[config.mk]
export PLATFORM = sky130hd
export DESIGN_NAME = multilevel_feedback_scheduler_unit
export DESIGN_NICKNAME = d
export VERILOG_FILES = /design/src/hdl/mfs_pkg.sv /design/src/hdl/multilevel_feedback_scheduler_unit.sv /design/src/hdl/mfs_queue.sv
export SDC_FILE = /design/constraint.sdc
export NUM_CORES = 1
export LEC_CHECK = 0
export ABC_AREA = 1
export BUFFER_PORTS_ARGS = -buffer_cell sky130_fd_sc_hd__buf_2
export CAP_MARGIN = 20
export CORE_ASPECT_RATIO = 1.2
export CORE_MARGIN = 10
export CORE_UTILIZATION = 50
export CTS_BUF_LIST = sky130_fd_sc_hd__clkbuf_4
export CTS_CLUSTER_DIAMETER = 80
export DETAILED_ROUTE_END_ITERATION = 10
export PLACE_DENSITY = 0.64
export SYNTH_ARGS = -nofsm -noshare
export SYNTH_HDL_FRONTEND = slang
export SYNTH_SLANG_ARGS = --single-unit
export TNS_END_PERCENT = 1
[constraint.sdc]
create_clock -name clk_i -period 6.53 [get_ports clk_i]
set_clock_uncertainty 0.05 [all_clocks]
set_input_delay 0.3265 -clock clk_i [delete_from_list [all_inputs] [get_ports clk_i]]
set_output_delay 0.3265 -clock clk_i [all_outputs]
set_load 0.01 [all_outputs]
[src/hdl/mfs_pkg.sv]
// Shared types and constants of the multilevel feedback scheduler.
`timescale 1ns / 1ps

package mfs_pkg;

  localparam int unsigned JobW    = 8;
  localparam int unsigned CountW  = 8;
  localparam int unsigned LimitW  = 8;
  localparam int unsigned CfgIdxW = 2;
  localparam int unsigned NumLvl  = 3;

  localparam logic [LimitW-1:0] HighLimitRst   = 8'd2;
  localparam logic [LimitW-1:0] MediumLimitRst = 8'd4;
  localparam logic [CountW-1:0] CountMax       = 8'd255;

  typedef enum logic [1:0] {
    CMD_ADD  = 2'd0,
    CMD_TICK = 2'd1,
    CMD_DONE = 2'd2,
    CMD_NOP  = 2'd3
  } cmd_e;

  typedef enum logic [1:0] {
    ACT_NONE    = 2'd0,
    ACT_REQUEUE = 2'd1,
    ACT_DEMOTE  = 2'd2,
    ACT_FINISH  = 2'd3
  } act_e;

  typedef enum logic [1:0] {
    LVL_HIGH   = 2'd0,
    LVL_MEDIUM = 2'd1,
    LVL_LOW    = 2'd2,
    LVL_NONE   = 2'd3
  } lvl_e;

  typedef enum logic [CfgIdxW-1:0] {
    REG_HIGH_LIMIT   = 2'd0,
    REG_MEDIUM_LIMIT = 2'd1,
    REG_UNUSED2      = 2'd2,
    REG_UNUSED3      = 2'd3
  } reg_e;

  typedef struct packed {
    logic [JobW-1:0]   job_id;
    logic [CountW-1:0] count;
  } entry_t;

  typedef struct packed {
    logic [1:0]      cmd;
    logic [JobW-1:0] job_id;
  } in_word_t;

  typedef struct packed {
    logic [JobW-1:0] off_job_id;
    logic [1:0]      off_action;
    logic            next_valid;
    logic [JobW-1:0] next_job_id;
    logic [1:0]      next_level;
    logic            overflow;
  } out_word_t;

  typedef struct packed {
    logic   pop;
    logic   push;
    entry_t entry;
  } q_ctrl_t;

  typedef struct packed {
    logic   empty;
    entry_t head;
    logic   next_empty;
    entry_t next_head;
  } q_stat_t;

endpackage

[src/hdl/multilevel_feedback_scheduler_unit.sv]
// Top level of the multilevel feedback scheduler: command decode and result register.
`timescale 1ns / 1ps

// Three-level feedback scheduler. Each accepted command word (add, quantum tick,
// done, no-op) gives exactly one result word, registered, the cycle after acceptance.
// A new command is taken every cycle: in_ready_o drops only while a result is
// held and out_ready_i is low. All updates touch the queue heads and tails of
// three shifting FIFOs of MAX_JOBS slots each, in one pass between the command
// and the result register. No clearing pass follows reset; queue slots are
// guarded by fill counts. Limits are written on the cfg port, which is always ready.
module multilevel_feedback_scheduler_unit
  import mfs_pkg::*;
#(
  parameter int unsigned MAX_JOBS = 8
) (
  input  logic               clk_i,
  input  logic               rst_ni,
  input  logic               in_valid_i,
  output logic               in_ready_o,
  input  in_word_t           in_data_i,
  output logic               out_valid_o,
  input  logic               out_ready_i,
  output out_word_t          out_data_o,
  input  logic               cfg_valid_i,
  output logic               cfg_ready_o,
  input  logic [CfgIdxW-1:0] cfg_index_i,
  input  logic [LimitW-1:0]  cfg_data_i
);

  localparam int unsigned CntW = $clog2(MAX_JOBS + 1);

  logic [LimitW-1:0] high_limit_q, medium_limit_q;
  logic [CntW-1:0]   jobs_q, jobs_d;
  logic              out_valid_q;
  out_word_t         out_q, out_d;
  logic              accept;

  q_ctrl_t q_ctrl [NumLvl];
  q_stat_t q_stat [NumLvl];

  lvl_e        lvl, next_lvl;
  entry_t      head;
  entry_t      next_head;
  logic [CountW-1:0] cnt_inc;
  logic        demote;

  for (genvar l = 0; l < NumLvl; l++) begin : g_lvl
    mfs_queue #(
      .Depth (MAX_JOBS)
    ) u_queue (
      .clk_i  (clk_i),
      .rst_ni (rst_ni),
      .ctrl_i (q_ctrl[l]),
      .stat_o (q_stat[l])
    );
  end

  assign in_ready_o  = !out_valid_q || out_ready_i;
  assign accept      = in_valid_i && in_ready_o;
  assign cfg_ready_o = 1'b1;

  always_comb begin
    if (!q_stat[0].empty) begin
      lvl  = LVL_HIGH;
      head = q_stat[0].head;
    end else if (!q_stat[1].empty) begin
      lvl  = LVL_MEDIUM;
      head = q_stat[1].head;
    end else if (!q_stat[2].empty) begin
      lvl  = LVL_LOW;
      head = q_stat[2].head;
    end else begin
      lvl  = LVL_NONE;
      head = '0;
    end
  end

  assign cnt_inc = (head.count == CountMax) ? CountMax : head.count + 8'd1;

  always_comb begin
    case (lvl)
      LVL_HIGH:   demote = (cnt_inc >= high_limit_q);
      LVL_MEDIUM: demote = (cnt_inc >= medium_limit_q);
      default:    demote = 1'b0;
    endcase
  end

  always_comb begin
    for (int l = 0; l < NumLvl; l++) begin
      q_ctrl[l] = '0;
    end
    jobs_d           = jobs_q;
    out_d            = '0;
    out_d.off_action = ACT_NONE;
    if (accept) begin
      case (cmd_e'(in_data_i.cmd))
        CMD_ADD: begin
          if (jobs_q >= CntW'(MAX_JOBS)) begin
            out_d.overflow = 1'b1;
          end else begin
            q_ctrl[0].push  = 1'b1;
            q_ctrl[0].entry = '{job_id: in_data_i.job_id, count: '0};
            jobs_d          = jobs_q + CntW'(1);
          end
        end
        CMD_TICK: begin
          if (lvl != LVL_NONE) begin
            q_ctrl[lvl].pop  = 1'b1;
            out_d.off_job_id = head.job_id;
            if (demote) begin
              q_ctrl[lvl + 2'd1].push  = 1'b1;
              q_ctrl[lvl + 2'd1].entry = '{job_id: head.job_id, count: cnt_inc};
              out_d.off_action         = ACT_DEMOTE;
            end else begin
              q_ctrl[lvl].push  = 1'b1;
              q_ctrl[lvl].entry = '{job_id: head.job_id, count: cnt_inc};
              out_d.off_action  = ACT_REQUEUE;
            end
          end
        end
        CMD_DONE: begin
          if (lvl != LVL_NONE) begin
            q_ctrl[lvl].pop  = 1'b1;
            out_d.off_job_id = head.job_id;
            out_d.off_action = ACT_FINISH;
            jobs_d           = jobs_q - CntW'(1);
          end
        end
        default: begin
        end
      endcase
    end

    // next job comes from the queue state after this word's update
    if (!q_stat[0].next_empty) begin
      next_lvl  = LVL_HIGH;
      next_head = q_stat[0].next_head;
    end else if (!q_stat[1].next_empty) begin
      next_lvl  = LVL_MEDIUM;
      next_head = q_stat[1].next_head;
    end else if (!q_stat[2].next_empty) begin
      next_lvl  = LVL_LOW;
      next_head = q_stat[2].next_head;
    end else begin
      next_lvl  = LVL_NONE;
      next_head = '0;
    end
    if (next_lvl != LVL_NONE) begin
      out_d.next_valid  = 1'b1;
      out_d.next_job_id = next_head.job_id;
      out_d.next_level  = next_lvl;
    end
  end

  always_ff @(posedge clk_i or negedge rst_ni) begin
    if (!rst_ni) begin
      high_limit_q   <= HighLimitRst;
      medium_limit_q <= MediumLimitRst;
    end else if (cfg_valid_i) begin
      case (reg_e'(cfg_index_i))
        REG_HIGH_LIMIT:   high_limit_q   <= cfg_data_i;
        REG_MEDIUM_LIMIT: medium_limit_q <= cfg_data_i;
        default: begin
        end
      endcase
    end
  end

  always_ff @(posedge clk_i or negedge rst_ni) begin
    if (!rst_ni) begin
      jobs_q      <= '0;
      out_valid_q <= 1'b0;
    end else begin
      jobs_q <= jobs_d;
      if (accept) begin
        out_valid_q <= 1'b1;
      end else if (out_ready_i) begin
        out_valid_q <= 1'b0;
      end
    end
  end

  always_ff @(posedge clk_i) begin
    if (accept) begin
      out_q <= out_d;
    end
  end

  assign out_valid_o = out_valid_q;
  assign out_data_o  = out_q;

endmodule

[src/hdl/mfs_queue.sv]
// One level of the scheduler: a shifting FIFO whose head sits in slot zero.
`timescale 1ns / 1ps

module mfs_queue
  import mfs_pkg::*;
#(
  parameter int unsigned Depth = 8
) (
  input  logic    clk_i,
  input  logic    rst_ni,
  input  q_ctrl_t ctrl_i,
  output q_stat_t stat_o
);

  localparam int unsigned CntW = $clog2(Depth + 1);

  logic [CntW-1:0] fill_q, fill_d, base_fill;
  entry_t          slot_q [Depth];
  entry_t          slot_d [Depth];

  always_comb begin
    base_fill = fill_q - CntW'(ctrl_i.pop);
    fill_d    = base_fill + CntW'(ctrl_i.push);
    for (int i = 0; i < Depth; i++) begin
      if (ctrl_i.pop && (i < Depth - 1)) begin
        slot_d[i] = slot_q[(i < Depth - 1) ? i + 1 : i];
      end else begin
        slot_d[i] = slot_q[i];
      end
      // the pushed word lands just behind the last survivor
      if (ctrl_i.push && (base_fill == CntW'(i))) begin
        slot_d[i] = ctrl_i.entry;
      end
    end
  end

  always_ff @(posedge clk_i or negedge rst_ni) begin
    if (!rst_ni) begin
      fill_q <= '0;
    end else begin
      fill_q <= fill_d;
    end
  end

  always_ff @(posedge clk_i) begin
    for (int i = 0; i < Depth; i++) begin
      slot_q[i] <= slot_d[i];
    end
  end

  assign stat_o.empty      = (fill_q == '0);
  assign stat_o.head       = slot_q[0];
  assign stat_o.next_empty = (fill_d == '0);
  assign stat_o.next_head  = slot_d[0];

endmodule

# ---- Word level (Yosys, flattened, before mapping)
# Memories as Yosys holds them, arrays and structs flattened.
# Cells that the tools add are included.
dict set report classes {
  n_addsub 10
  n_lt_le_gt_ge 7
  n_eq_ne 30
  mux 92
  bitwise 2
  n_reduce_logical 46
}
# cell n
set ops {}
lappend ops {{2-to-1 mux 16 bit} 53}
lappend ops {{bitwise mux 54 bit} 4}
lappend ops {{2-to-1 mux 54 bit} 4}
lappend ops {{demux 18 bit (select 2 bit)} 5}
lappend ops {{case mux 36 bit (2 select lines)} 1}
lappend ops {{2-to-1 mux 17 bit} 3}
lappend ops {{case mux 17 bit (3 select lines)} 1}
lappend ops {{== test 4 x 3 -> 1 bit (second input constant)} 12}
lappend ops {{zero test 4 bit} 9}
lappend ops {{logical AND 1 bit} 27}
lappend ops {{== test 4 x 2 -> 1 bit (second input constant)} 6}
lappend ops {{2-to-1 mux 10 bit} 2}
lappend ops {{case mux 10 bit (2 select lines)} 1}
lappend ops {{2-to-1 mux 18 bit} 1}
lappend ops {{greater-or-equal comparator 8 bit} 2}
lappend ops {{adder 4 x 1 -> 4 bit} 3}
lappend ops {{== test 4 x 1 -> 1 bit (second input constant)} 3}
lappend ops {{subtractor 4 x 1 -> 4 bit} 3}
lappend ops {{2-to-1 mux 11 bit} 1}
lappend ops {{2-to-1 mux 2 bit} 5}
lappend ops {{adder 8 x 1 -> 8 bit (second input constant)} 1}
lappend ops {{== test 8 bit (second input constant)} 1}
lappend ops {{2-to-1 mux 4 bit} 2}
lappend ops {{2-to-1 mux 8 bit} 1}
lappend ops {{other kinds (19)} 36}
dict set report totals {
  reg_bits 55
  mem_bits_rw 384
  in_bits 25
  output_inout_bits 25
  n_memories 3
}
# name words width rd rd_clocked_by_memory_dff wr line
set memory_table {}
lappend memory_table {{g_lvl[0].u_queue.slot_q} 8 16 8 0 8 mfs_queue.sv:18} ;# entry_t slot_q [Depth];
lappend memory_table {{g_lvl[1].u_queue.slot_q} 8 16 8 0 8 mfs_queue.sv:18}
lappend memory_table {{g_lvl[2].u_queue.slot_q} 8 16 8 0 8 mfs_queue.sv:18}

# ---- Logic depth before layout (Yosys ltp)
# Gate-level depths: netlist (run 1).
dict set report depth {
  word_depth 24
  mapped_depth 39
}

# ---- By module
# From an unflattened synthesis (run 1), not the netlist that was laid out.
dict set report unflattened {
  cells_unflattened 2273
  hier_area_um2 21340.5
}
# module instances cells_per_inst area_per_inst_um2 seq_area_each_um2
set modules_own_cells {}
lappend modules_own_cells {{mfs_queue (g_lvl[1].u_queue ...)} 2 591 5968.2 3783.6}
lappend modules_own_cells {{mfs_queue (g_lvl[0].u_queue)} 1 591 5984.5 3783.6}
lappend modules_own_cells {multilevel_feedback_scheduler_unit 1 500 3419.5 1188.6}

# ---- Worst setup path before layout (run 1)
# No wires, ideal clock.
dict set report synth_timing {
  kind {flip-flop to flip-flop}
  start {register, netlist name g_lvl[1].u_queue.fill_q[2]}
  end {memory g_lvl[0].u_queue.slot_q[1][48] (netlist bit), enable pin}
  setup_ps 430
  t_arrival_ps 4535
  required_ps 6050
  path_slack_ps 1514
  stages_incl_launch_ff 27
  cell_sequence {dfrtp_1 > nor2_4 > nand3_4 > inv_2 > nand2_1 > nor2_4 > nand2_1 > nand3_2 > ha_1 > nand2_2 > nor2_4 > nand2_2 > nand2_2 > inv_2 > buf_2 > ha_1 > nand2_1 > nor2_1 > nor2_1 > nand2_1 > nand2_1 > nand2_1 > nand2_4 > nand4_2 > nand2_2 > nand2_2 > nor4_1}
}
# item line
set synth_lines {}
lappend synth_lines {{end, declared} mfs_queue.sv:18}

# ---- Worst setup path after layout (run 1)
dict set report layout_timing {
  start {register g_lvl[0].u_queue.fill_q[1]}
  end {register out_q (netlist bit out_data_o[4]), data pin}
}
dict set report layout_between {
  elab_cells_between_ends 70
  classes_between {8 x add/sub; 6 x order compare; 4 x eq/ne; 37 x mux; 2 x bitwise; 13 x reduce/logical}
}
# item line
set layout_lines {}
lappend layout_lines {{start, declared} mfs_queue.sv:17} ;# logic [CntW-1:0] fill_q, fill_d, base_fill;
lappend layout_lines {{start signal, assigned} mfs_queue.sv:41} ;# fill_q <= fill_d;
lappend layout_lines {{zero test 4 bit (*)} mfs_queue.sv:51} ;# assign stat_o.empty = (fill_q == '0);
lappend layout_lines {{parallel branches: the longest is 10 deep, another holds adder 8 x 1 -> 8 bit} n/a}
lappend layout_lines {{case mux 36 bit (2 select lines) (*)} multilevel_feedback_scheduler_unit.sv:96} ;# case (cmd_e'(in_data_i.cmd))
lappend layout_lines {{2-to-1 mux 54 bit (*)} multilevel_feedback_scheduler_unit.sv:95} ;# if (accept) begin
lappend layout_lines {{subtractor 4 x 1 -> 4 bit or 2-to-1 mux 54 bit (tied branches)} {mfs_queue.sv:22, multilevel_feedback_scheduler_unit.sv:95}}
lappend layout_lines {{adder 4 x 1 -> 4 bit (*)} mfs_queue.sv:23} ;# fill_d = base_fill + CntW'(ctrl_i.push);
lappend layout_lines {{via g_lvl[1].u_queue.fill_d[2]} mfs_queue.sv:17}
lappend layout_lines {{zero test 4 bit (*)} mfs_queue.sv:53} ;# assign stat_o.next_empty = (fill_d == '0);
lappend layout_lines {{2-to-1 mux 2 bit} multilevel_feedback_scheduler_unit.sv:138} ;# end else if (!q_stat[1].next_empty) begin
lappend layout_lines {{2-to-1 mux 2 bit} multilevel_feedback_scheduler_unit.sv:135} ;# if (!q_stat[0].next_empty) begin
lappend layout_lines {{inequality test 2 bit} multilevel_feedback_scheduler_unit.sv:148} ;# if (next_lvl != LVL_NONE) begin
lappend layout_lines {{end signal, assigned} multilevel_feedback_scheduler_unit.sv:185} ;# out_q <= out_d;
lappend layout_lines {{end, declared} multilevel_feedback_scheduler_unit.sv:35} ;# out_word_t out_q, out_d;
# Mark *: on every way through the listed nets, which the timed path passes.
# A chain may end at the register's enable or synchronous reset.

==> flow_summary.rst, run 1 <==
.. list-table::
   :header-rows: 1

   * - Metric
     - Value
   * - Number of warnings reported in the yosys synthesis log
     - 0
   * - Dpl cells
     - 2501
   * - Actual transition at the worst max-transition pin
     - 0.917 ns
   * - Std-Cell Rows
     - 80
   * - Category of the worst setup path capture point
     - flop
   * - Run status
     - finished, final reports clean
   * - Hold Path Cell Cnt
     - 4
   * - CP Max Fanout
     - 20
   * - EDFF count, synth
     - 382
   * - Clk Latency, worst-skew pair
     - 0.84 ns
   * - Library cell with the largest summed area after synthesis
     - sky130_fd_sc_hd__edfxtp_1
   * - Total of max-cap violations
     - 0
   * - Placeable core area
     - 39700 µm²
   * - CTS root buf
     - sky130_fd_sc_hd__clkbuf_4
   * - Cell count of the worst reg-to-reg path
     - 35
   * - Mean instance size in the synthesized netlist
     - 10.2 µm²
   * - Pin count of the biggest net entering global routing
     - 37
   * - Average wire per cell in the routed design
     - 18.0 µm
   * - Share of synthesized registers carrying an async set or reset
     - 7.52%
   * - Detail Route Antenna Nets
     - 0
   * - Drt total wl
     - 49.1 mm
   * - GRT Total Usage
     - 20.5%
   * - Sum of negative setup slack
     - 0 ns
   * - Fin. max-slew vios
     - 0
   * - Most instantiated flip-flop cell in the synthesis netlist
     - sky130_fd_sc_hd__edfxtp_1
   * - Share of the clock period used by the worst path
     - 90.4%
   * - Maximum achievable frequency
     - 169 MHz
   * - Initial Utilization
     - 50.5%
   * - Most frequent cell after synthesis
     - sky130_fd_sc_hd__nand2_1
   * - Part of the total power dissipated in combinational logic
     - 22.5%
   * - Total count of hold-check failures in the final report
     - 0
   * - Area Growth Syn to Fin
     - 11.6%
   * - Via count
     - 14400
   * - Power density cells
     - 327 nW/µm²
   * - Count of nets after finishing
     - 2158
   * - Leading post-synthesis cells by instance count
     - sky130_fd_sc_hd__nand2_1, sky130_fd_sc_hd__edfxtp_1, sky130_fd_sc_hd__o21ai_1
   * - Share of the core filled with cells in the final layout
     - 56.4%
   * - Finished Layout Cells
     - 2721
   * - HPWL Detailed
     - 33.6 mm
   * - Cells taking the most area after synthesis
     - sky130_fd_sc_hd__edfxtp_1, sky130_fd_sc_hd__nand2_1, sky130_fd_sc_hd__o21ai_1, sky130_fd_sc_hd__o21ai_0, sky130_fd_sc_hd__dfrtp_1
   * - Startpoint kind of the worst setup timing path
     - flop
   * - Clock tree from TritonCTS
     - done
   * - CTS max path bufs
     - 3
   * - Sum of met2 wire segment lengths after detailed routing
     - 24.4 mm
   * - TritonCTS buffer count
     - 108
   * - Die Footprint
     - 48600 µm²
   * - Fraction of layout instances using a drive strength above 1
     - 15.3%
   * - Metal3 WL
     - 2.68 mm
   * - Number of synthesized register bits
     - 439
   * - Number of global-route vias before repair
     - 14200
   * - CTS clock-pin slew for the worst setup and hold paths
     - 0.07 ns
   * - Final critical-path required period
     - 5.90 ns
   * - I/O Buffers
     - 48
   * - CTS-repair resized insts
     - 0
   * - Net switching power
     - 2.43 mW
   * - Number of iterations in the first detailed-routing pass
     - 5
   * - Clock sink count
     - 439
   * - Tightest Hold Check Type
     - primary input to flop
   * - Critical path data required time
     - 7.07 ns
   * - Routed metal-1 wire length
     - 19.8 mm
   * - Worst IR drop on VDD
     - 0.184 mV
   * - Net switching fraction of the power
     - 33.2%
   * - Crit-path most repeated cell
     - sky130_fd_sc_hd__nand2_1
   * - Via count normalized by instance count
     - 5.28
   * - Worst slack, placed
     - 0.640 ns
   * - I/O Pins
     - 50
   * - H-tree Lvls
     - 3
   * - Internal Dissipation
     - 4.89 mW
   * - Post-Synthesis Net Count
     - 2029
   * - Clock share of power
     - 31.0%
   * - Headroom to the max-slew limit
     - 38.9%
   * - WS Path Type
     - flop to flop
   * - Data arrival time of the critical path
     - 6.44 ns
   * - RSZ-0062 raised after global routing
     - false
   * - Minimum setup slack in the final design
     - 0.627 ns
   * - Critical-path top delay cell
     - sky130_fd_sc_hd__dfrtp_1
   * - Number of distinct library cell variants in the gate-level netlist after synthesis
     - 46
   * - Starting DRT DRC Count
     - 1100
   * - Sequential element share of the synthesized area
     - 63.6%
   * - First-pass GRT wire length
     - 77.8 mm
   * - DR DRC count
     - 0
   * - Area of the mapped netlist
     - 20100 µm²
   * - Congestion Overflow GR
     - 0
   * - Top-area cell type share of the netlist area
     - 57.1%
   * - Die boundary width
     - 203 µm
   * - Placer Congestion
     - 0.934
   * - P_leak
     - 9.55 nW
   * - Number of antenna violations at the first check in global routing
     - 1
   * - Setup violators final
     - 0
   * - Top sig layer
     - met4
   * - Register share of total power
     - 46.5%
   * - Chip Height
     - 240 µm
   * - Cells after synthesis
     - 1969
   * - Max stage delay on crit path
     - 0.41 ns
## cell usage in the layout, fill, tap and decap left out, drive strengths merged, types with 3 or more instances in the layout
master,count
and2,4
clkinv,39
dfxtp,24
nand4,26
clkbuf,154
xnor2,7
xor2,5
nand2,629
a31oi,3
dfrtp,31
edfxtp,382
nor3,11
buf,82
nor2,82
nand3b,4
nand3,76
ha,34
a21oi,27
o211ai,9
o21ai,329
dlygate4sd3,20
inv,186
or2,9
## path summary, 6_finish.rpt
kind | start | end | slack, ns
setup / recovery | g_lvl[0].u_queue.fill_q[1] | out_data_o[4] | 0.63
hold / removal | cfg_valid_i | high_limit_q[4] | 0.08
setup reg to reg | g_lvl[0].u_queue.fill_q[1] | out_data_o[4] | 0.63
hold reg to reg | medium_limit_q[5] | medium_limit_q[5] | 0.44
max in group asynchronous | rst_ni | high_limit_q[3] | 5.71
min in group asynchronous | rst_ni | g_lvl[2].u_queue.fill_q[0] | 0.12
## cell type report
| class | instances | area [µm²] |
|---|---|---|
| antenna | 1 | 2.50 |
| clock buffer | 154 | 1160 |
| clock inverter | 45 | 235 |
| fill | 3559 | 17300 |
| inverter | 183 | 692 |
| multi-input combinational | 1264 | 6180 |
| sequential | 439 | 12800 |
| tap | 533 | 667 |
| timing repair buffer | 102 | 696 |
## cell families after synthesis
group	share of synthesized area, %
other	0.0187
flip-flops	63.6
adder cells (fa/ha/maj)	2.22
XOR/XNOR	0.523
AND/OR/NAND/NOR	18.4
AO/OA/AOI/OAI	9.50
buffers and inverters	5.66
## flip-flops by register name, summed over array words and instances, names as in the netlist, named ones only
register,cells
g_lvl.u_queue.fill_q,12
g_lvl.u_queue.slot_q,360
high_limit_q,8
jobs_q,4
medium_limit_q,8
out_data_o,22
out_valid_o,1
## layer usage
metal | vias to the layer above | GRT usage [%]
met5 | - | 0
met4 | 0 | 11.3
met3 | 125 | 3.95
met2 | 481 | 35.0
met1 | 6702 | 24.0
li1 | 7054 | -
## stage by stage
stage / total power, mW / hold slack [ns] / instance area [µm²]
floorplan: 4.52 / -0.0191 / 20100
global placement: 5.06 / 0.420 / 20800
detailed placement: 5.10 / 0.430 / 20800
CTS: 7.40 / 0.00427 / 22400
global route: 7.75 / 0.0983 / 22400
finish: 7.32 / 0.0849 / 22400
## power by group through the flow
stage	logic (mW)	clock network [mW]	registers [mW]
floorplan	1.09	0	3.43
global placement	1.60	0	3.46
detailed placement	1.64	0	3.46
CTS	1.66	2.34	3.40
global route	1.85	2.49	3.42
finish	1.65	2.27	3.40
## worst max-delay path, delay by kind of cell, from the launching register on
| family | cells | cell delay [ns] |
|---|---|---|
| buf+inv | 8 | 1.11 |
| flops | 1 | 0.41 |
| simple gates | 19 | 2.58 |
| compound gates | 3 | 0.39 |
| fa+ha+maj | 4 | 0.92 |
| xor+xnor | 1 | 0.19 |
## what timing repair did
action | in CTS | in global routing
hold buffers | 20 | 0
endpoints found under the hold margin | 66 | 0
buffers inserted | 0 | 0
Power figures use the tool's default switching activity.
==> run 2: changes to the inputs <==
==> constraint.sdc (replaced) <==
create_clock -name clk_i -period 7.5 [get_ports clk_i]
set_clock_uncertainty 0.05 [all_clocks]
set_input_delay 0.375 -clock clk_i [delete_from_list [all_inputs] [get_ports clk_i]]
set_output_delay 0.375 -clock clk_i [all_outputs]
set_load 0.01 [all_outputs]
==> flow_summary.rst, run 2 (synthesized netlist as in run 1, its figures left out) <==
.. list-table::
   :header-rows: 1

   * - Metric
     - Value
   * - Run status
     - finished, final reports clean
   * - WS Path Type
     - flop to flop
   * - Count of cell instances traversed by the critical path
     - 24 (-31%)
   * - Largest delay share family, worst path
     - simple AND/OR/NAND/NOR gates
   * - Clock sink count
     - 439 (unchanged)
   * - Placeable core area
     - 39700 µm² (unchanged)
   * - RSZ-0062 raised after global routing
     - false
   * - Die boundary width
     - 203 µm (unchanged)
   * - Crit path buffers/inverters
     - 4 (-4)
   * - Total count of hold-check failures in the final report
     - 0 (unchanged)
   * - Power density cells
     - 291 nW/µm² (-11%)
   * - CP Max Fanout
     - 32 (+60%)
   * - H-tree Lvls
     - 3 (unchanged)
   * - Buffer count from post-CTS setup fixing
     - 0 (unchanged)
   * - Tightest Hold Check Type
     - primary input to flop
   * - R2R Path Start
     - g_lvl[0].u_queue.fill_q[1]
   * - Leading cell types in the layout, fill and taps excluded
     - sky130_fd_sc_hd__nand2_1, sky130_fd_sc_hd__edfxtp_1, sky130_fd_sc_hd__o21ai_1, sky130_fd_sc_hd__clkbuf_4, sky130_fd_sc_hd__o21ai_0
   * - Number of global-route vias before repair
     - 13800 (-2.6%)
   * - Setup violators final
     - 0 (unchanged)
   * - P_leak
     - 9.49 nW (-0.63%)
   * - Startpoint kind of the worst setup timing path
     - flop
   * - Post-CTS Hold Buffers
     - 15 (-25%)
   * - Clock tree from TritonCTS
     - done
   * - Crit-path most repeated cell
     - sky130_fd_sc_hd__nand2_1
   * - GRT Total Usage
     - 19.7% (-0.78 points)
   * - Sum of negative setup slack
     - 0 ns (unchanged)
   * - Number of antenna violations at the first check in global routing
     - 1 (unchanged)
   * - CTS max path bufs
     - 3 (unchanged)
   * - Hold Path Cell Cnt
     - 5 (+1)
   * - Number of iterations in the first detailed-routing pass
     - 6 (+1)
   * - Std-Cell Rows
     - 80 (unchanged)
   * - Area Growth Syn to Fin
     - 11.1%
   * - Initial Utilization
     - 50.5% (unchanged)
   * - CTS clock-pin slew for the worst setup and hold paths
     - 0.06 ns (about the same)
   * - Max stage delay on crit path
     - 0.73 ns (+0.32 ns)
   * - Chip Height
     - 240 µm (unchanged)
   * - First-pass GRT wire length
     - 75.2 mm (-3.3%)
   * - Critical-path top delay cell
     - sky130_fd_sc_hd__nand2_1
   * - Critical path data required time
     - 7.90 ns (+0.83 ns)
   * - Top register by number of flip-flops
     - g_lvl.u_queue.slot_q
   * - Actual transition at the worst max-transition pin
     - 0.949 ns (+0.0318 ns)
   * - DR DRC count
     - 0 (unchanged)
   * - Maximum achievable frequency
     - 162 MHz (-4.3%)
   * - Category of the worst setup path capture point
     - flop
   * - Data arrival time of the critical path
     - 6.57 ns (+0.13 ns)
   * - Share of the clock period used by the worst path
     - 82.3% (-8.1 points)
   * - Count of nets after finishing
     - 2135 (-1.1%)
   * - Leading cell type in the layout, fill and taps excluded
     - sky130_fd_sc_hd__nand2_1
   * - I/O Pins
     - 50 (unchanged)
   * - Starting DRT DRC Count
     - 987 (-10%)
   * - Drt total wl
     - 47.9 mm (-2.5%)
   * - I/O Buffers
     - 48 (unchanged)
   * - Crit path cell chain
     - nor2_4, nand3_4, inv_4, nand2_4, inv_4, nand2_1, nand3_1, ha_1, nand2_2, nor2_4, nand3_1, nand2_2, inv_2, ha_1, nand2_1, o21ai_0, inv_1, nand2_1, nand2_2, nand3_4, nand3_4, nor2_4, nand2_1, nand2_1
   * - Hold Worst Slack
     - 0.0921 ns (+0.00714 ns)
   * - Clk Latency, worst-skew pair
     - 0.84 ns (about the same)
   * - Total of max-cap violations
     - 0 (unchanged)
   * - Final critical-path required period
     - 6.17 ns (+0.267 ns)
   * - Average wire per cell in the routed design
     - 17.7 µm (-2.0%)
   * - Via count normalized by instance count
     - 5.26 (-0.39%)
   * - Pin count of the biggest net entering global routing
     - 37 (unchanged)
   * - Die Footprint
     - 48600 µm² (unchanged)
   * - Startpoint of the lowest-slack hold path
     - in_data_i[0]
   * - Via count
     - 14200 (-0.94%)
   * - First element of the critical path
     - g_lvl[0].u_queue.fill_q[1]
   * - TritonCTS buffer count
     - 111 (+2.8%)
   * - Worst IR drop on VDD
     - 0.143 mV (-22%)
   * - HPWL Detailed
     - 33.7 mm (+0.22%)
   * - Flip-flop count of the largest register, all copies and words added
     - 360 (unchanged)
   * - Fraction of layout instances using a drive strength above 1
     - 14.9% (-0.35 points)
   * - Cell count of the worst reg-to-reg path
     - 24 (-31%)
   * - Headroom to the max-slew limit
     - 36.7% (-2.1 points)
   * - Congestion Overflow GR
     - 0 (unchanged)
   * - Placer Congestion
     - 0.901 (-3.5%)
   * - CTS-repair resized insts
     - 0 (unchanged)
   * - Fin. max-slew vios
     - 0 (unchanged)
   * - CTS root buf
     - sky130_fd_sc_hd__clkbuf_4
   * - Detail Route Antenna Nets
     - 0 (unchanged)
==> run 2: changes by cell type in the layout (fill, tap and decap cells not counted) <==
cell,change
sky130_fd_sc_hd__buf_4,-21
sky130_fd_sc_hd__clkbuf_4,+11
sky130_fd_sc_hd__inv_2,-2
sky130_fd_sc_hd__clkinv_4,+1
sky130_fd_sc_hd__bufinv_16,+1
sky130_fd_sc_hd__dlygate4sd3_1,-5
==> run 2: layout make-up <==
cell class,instances,area [µm²]
fill,3506,17400
sequential,439,12800
multi-input combinational,1264,6180
clock buffer,165,1240
inverter,183,692
tap,533,667
timing repair buffer,76,488
clock inverter,45,267
antenna,1,2.50
==> run 2: per-stage QoR <==
step                utilization (%)  power [mW]  area, µm²  std cells  setup slack, ns
CTS                            56.1        6.54      22300       2705             1.33
finish                         56.1        6.49      22300       2706             1.33
global placement               52.0        4.39      20700       2480             1.60
detailed placement             52.0        4.43      20700       2480             1.34
floorplan                         -        3.94      20100       1969             2.48
global route                   56.1        6.86      22300       2706            0.735
==> run 2: worst paths after layout <==
kind | slack (ns) | to
worst max-delay path | 1.33 | g_lvl[2].u_queue.slot_q[1][2]
worst min-delay path | 0.09 | g_lvl[0].u_queue.slot_q[1][56]
worst max register to register | 1.33 | g_lvl[2].u_queue.slot_q[1][2]
worst min register to register | 0.44 | high_limit_q[5]
max in group asynchronous | 6.60 | jobs_q[2]
min in group asynchronous | 0.19 | g_lvl[1].u_queue.fill_q[2]
==> run 2: power breakdown <==
part / switching [mW] / internal [mW]
Sequential: 0.0933 / 2.86
Clock: 0.987 / 1.12
Combinational: 1.07 / 0.359
Total: 2.15 / 4.34
==> run 2: per-layer routing <==
layer	wire length, µm	GRT usage, %
met1	19100	22.5
met3	2330	3.88
met4	2220	11.0
met2	24200	34.3
met5	0	0
==> run 2: worst reg2reg max path: cells and delay by family, from the launching register on <==
| kind | cells | cell delay, ns |
|---|---|---|
| compound gates | 1 | 0.24 |
| fa+ha+maj | 2 | 0.53 |
| buf+inv | 4 | 0.64 |
| flops | 1 | 0.40 |
| simple gates | 17 | 3.90 |
==> run 3: changes to the inputs <==
==> constraint.sdc (replaced) <==
create_clock -name clk_i -period 6 [get_ports clk_i]
set_clock_uncertainty 0.05 [all_clocks]
set_input_delay 0.3 -clock clk_i [delete_from_list [all_inputs] [get_ports clk_i]]
set_output_delay 0.3 -clock clk_i [all_outputs]
set_load 0.01 [all_outputs]
==> flow_summary.rst, run 3 (synthesized netlist as in run 1, its figures left out) <==
.. list-table::
   :header-rows: 1

   * - Metric
     - Value
   * - Hold Path Cell Cnt
     - 5 (unchanged)
   * - Pin count of the biggest net entering global routing
     - 37 (unchanged)
   * - RSZ-0062 raised after global routing
     - false
   * - I/O Pins
     - 50 (unchanged)
   * - Count of nets after finishing
     - 2169 (+1.6%)
   * - Total count of hold-check failures in the final report
     - 0 (unchanged)
   * - HPWL Detailed
     - 33.2 mm (-1.4%)
   * - Leading cell type in the layout, fill and taps excluded
     - sky130_fd_sc_hd__nand2_1
   * - Share of the clock period used by the worst path
     - 92.1% (+9.8 points)
   * - First-pass GRT wire length
     - 76.1 mm (+1.2%)
   * - Net switching fraction of the power
     - 32.9% (-0.28 points)
   * - Worst r2r dst
     - out_data_o[8]
   * - Power density cells
     - 358 nW/µm² (+23%)
   * - Fraction of layout instances using a drive strength above 1
     - 15.9% (+0.94 points)
   * - Clock share of power
     - 31.5% (-0.9 points)
   * - Number of global-route vias before repair
     - 14000 (+1.5%)
   * - Finished Layout Cells
     - 2729 (+0.85%)
   * - Startpoint kind of the worst setup timing path
     - flop
   * - Die Footprint
     - 48600 µm² (unchanged)
   * - R2R Path Start
     - g_lvl[0].u_queue.fill_q[1]
   * - Minimum setup slack in the final design
     - 0.475 ns (-0.855 ns)
   * - H-tree Lvls
     - 3 (unchanged)
   * - CTS clock-pin slew for the worst setup and hold paths
     - 0.07 ns (about the same)
   * - Clock tree from TritonCTS
     - done
   * - Buffer count from post-CTS setup fixing
     - 0 (unchanged)
   * - Final critical-path required period
     - 5.53 ns (-0.645 ns)
   * - Crit path buffers/inverters
     - 5 (+1)
   * - Cell count of the worst reg-to-reg path
     - 32 (+33%)
   * - Actual transition at the worst max-transition pin
     - 0.884 ns (-0.0650 ns)
   * - Worst IR drop on VDD
     - 0.210 mV (+47%)
   * - Part of the total power dissipated in combinational logic
     - 22.7% (+0.6 points)
   * - Clk Latency, worst-skew pair
     - 0.85 ns (about the same)
   * - Number of antenna violations at the first check in global routing
     - 2 (+1)
   * - Max stage delay on crit path
     - 0.41 ns (-0.32 ns)
   * - Worst Hold Endpoint
     - g_lvl[0].u_queue.slot_q[1][62]
   * - Die boundary width
     - 203 µm (unchanged)
   * - TritonCTS buffer count
     - 107 (-3.6%)
   * - CTS root buf
     - sky130_fd_sc_hd__clkbuf_4
   * - Average wire per cell in the routed design
     - 17.8 µm (+0.79%)
   * - Critical-path top delay cell
     - sky130_fd_sc_hd__dfrtp_1
   * - Largest delay share family, worst path
     - simple AND/OR/NAND/NOR gates
   * - Worst R2R Setup Slack
     - 0.47 ns (-0.86 ns)
   * - Internal Dissipation
     - 5.43 mW (+25%)
   * - Net switching power
     - 2.66 mW (+24%)
   * - Dpl cells
     - 2502 (+0.89%)
   * - Number of iterations in the first detailed-routing pass
     - 6 (unchanged)
   * - Critical path data required time
     - 6.61 ns (-1.29 ns)
   * - Headroom to the max-slew limit
     - 41.0% (+4.3 points)
   * - Run status
     - finished, final reports clean
   * - Congestion Overflow GR
     - 0 (unchanged)
   * - Register share of total power
     - 45.8% (+0.3 points)
   * - Leading cell types in the layout, fill and taps excluded
     - sky130_fd_sc_hd__nand2_1, sky130_fd_sc_hd__edfxtp_1, sky130_fd_sc_hd__clkbuf_4
   * - CTS max path bufs
     - 3 (unchanged)
   * - Tightest Hold Check Type
     - primary input to flop
   * - Initial Utilization
     - 50.5% (unchanged)
   * - CP Max Fanout
     - 19 (-41%)
   * - Via count
     - 14300 (+0.53%)
   * - Std-Cell Rows
     - 80 (unchanged)
   * - Worst slack, placed
     - 0.565 ns (-0.772 ns)
   * - Clock sink count
     - 439 (unchanged)
   * - Detail Route Antenna Nets
     - 0 (unchanged)
   * - Placeable core area
     - 39700 µm² (unchanged)
   * - Startpoint of the lowest-slack hold path
     - in_data_i[6]
   * - Via count normalized by instance count
     - 5.24 (-0.31%)
   * - Starting DRT DRC Count
     - 1115 (+13%)
   * - Data arrival time of the critical path
     - 6.13 ns (-0.44 ns)
   * - P_leak
     - 9.63 nW (+1.4%)
   * - Top register by number of flip-flops
     - g_lvl.u_queue.slot_q
   * - Area Growth Syn to Fin
     - 12.3%
   * - Drt total wl
     - 48.7 mm (+1.6%)
   * - CTS-repair resized insts
     - 0 (unchanged)
   * - Total of max-cap violations
     - 0 (unchanged)
   * - Maximum achievable frequency
     - 181 MHz (+12%)
   * - Setup violators final
     - 0 (unchanged)
   * - Fin. max-slew vios
     - 0 (unchanged)
   * - Category of the worst setup path capture point
     - flop
   * - Sum of negative setup slack
     - 0 ns (unchanged)
   * - Flip-flop count of the largest register, all copies and words added
     - 360 (unchanged)
   * - Placer Congestion
     - 0.929 (+3.0%)
   * - WS Path Type
     - flop to flop
   * - DR DRC count
     - 0 (unchanged)
   * - Post-route total power
     - 8.09 mW (+25%)
   * - I/O Buffers
     - 48 (unchanged)
   * - Chip Height
     - 240 µm (unchanged)
   * - GRT Total Usage
     - 20.1% (+0.32 points)
run 3: cell types whose count changed in the layout (fill, tap and decap cells not counted), sizes merged:
cell,before,now
buf,61,83
bufinv,3,2
clkbuf,165,168
clkinv,40,20
clkinvlp,1,3
dlygate4sd3,15,31
inv,184,185
run 3: metrics by stage:
| step | area [µm²] | hold slack [ns] | utilization [%] |
|---|---|---|---|
| floorplan | 20100 | -0.0456 | - |
| global placement | 20800 | 0.395 | 52.4 |
| detailed placement | 20800 | 0.409 | 52.4 |
| CTS | 22600 | 0.0631 | 56.8 |
| global route | 22600 | 0.145 | 56.8 |
| finish | 22600 | 0.125 | 56.8 |
run 3: worst max path at each step:
stage / start / endpoint / cells past startpoint
finish: g_lvl[0].u_queue.fill_q[1] / out_data_o[8] / 32
global route: g_lvl[1].u_queue.fill_q[2] / out_data_o[8] / 31
CTS: g_lvl[0].u_queue.fill_q[1] / out_data_o[8] / 32
detailed placement: g_lvl[0].u_queue.fill_q[1] / out_data_o[6] / 32
global placement: g_lvl[0].u_queue.fill_q[1] / out_data_o[8] / 32
floorplan: g_lvl[1].u_queue.fill_q[2] / g_lvl[0].u_queue.slot_q[1][48] / 26
run 3: worst reg2reg max path: cells and delay by family, from the launching register on:
family,cells,cell delay [ns]
xor gates and xnor gates,1,0.25
DFF,1,0.41
buffers and inverters,5,0.82
AOI/OAI and AO/OA,2,0.48
adders and majority gates,3,0.71
and+or+nand+nor,21,2.64
run 3: power groups by stage:
stage	clock network [mW]	registers [mW]	logic, mW
final	2.55	3.70	1.83
after global routing	2.78	3.72	2.03
after CTS	2.63	3.70	1.83
after detailed placement	0	3.76	1.80
after global placement	0	3.76	1.76
after floorplan	0	3.73	1.19
run 3: what timing repair did:
action / in CTS / in global routing
endpoints found under the setup margin: 0 / 0
hold buffers: 31 / 0
endpoints found under the hold margin: 66 / 0
run 3: layout make-up:
type	instances	area, µm²
multi-input combinational	1264	6180
sequential	439	12800
clock inverter	27	168
tap	533	667
antenna	1	2.50
clock buffer	168	1260
fill	3496	17200
timing repair buffer	114	813
inverter	183	692
run 3: layer usage:
metal | global-route usage (%) | wire (µm) | share of wire (%) | up-vias
li1 | - | - | - | 7046
met1 | 23.6 | 19900 | 41 | 6701
met2 | 33.9 | 24100 | 50 | 439
met3 | 4.04 | 2610 | 5.4 | 115
met4 | 11.2 | 2000 | 4.1 | 2
met5 | 0 | 19 | 0.039 | -
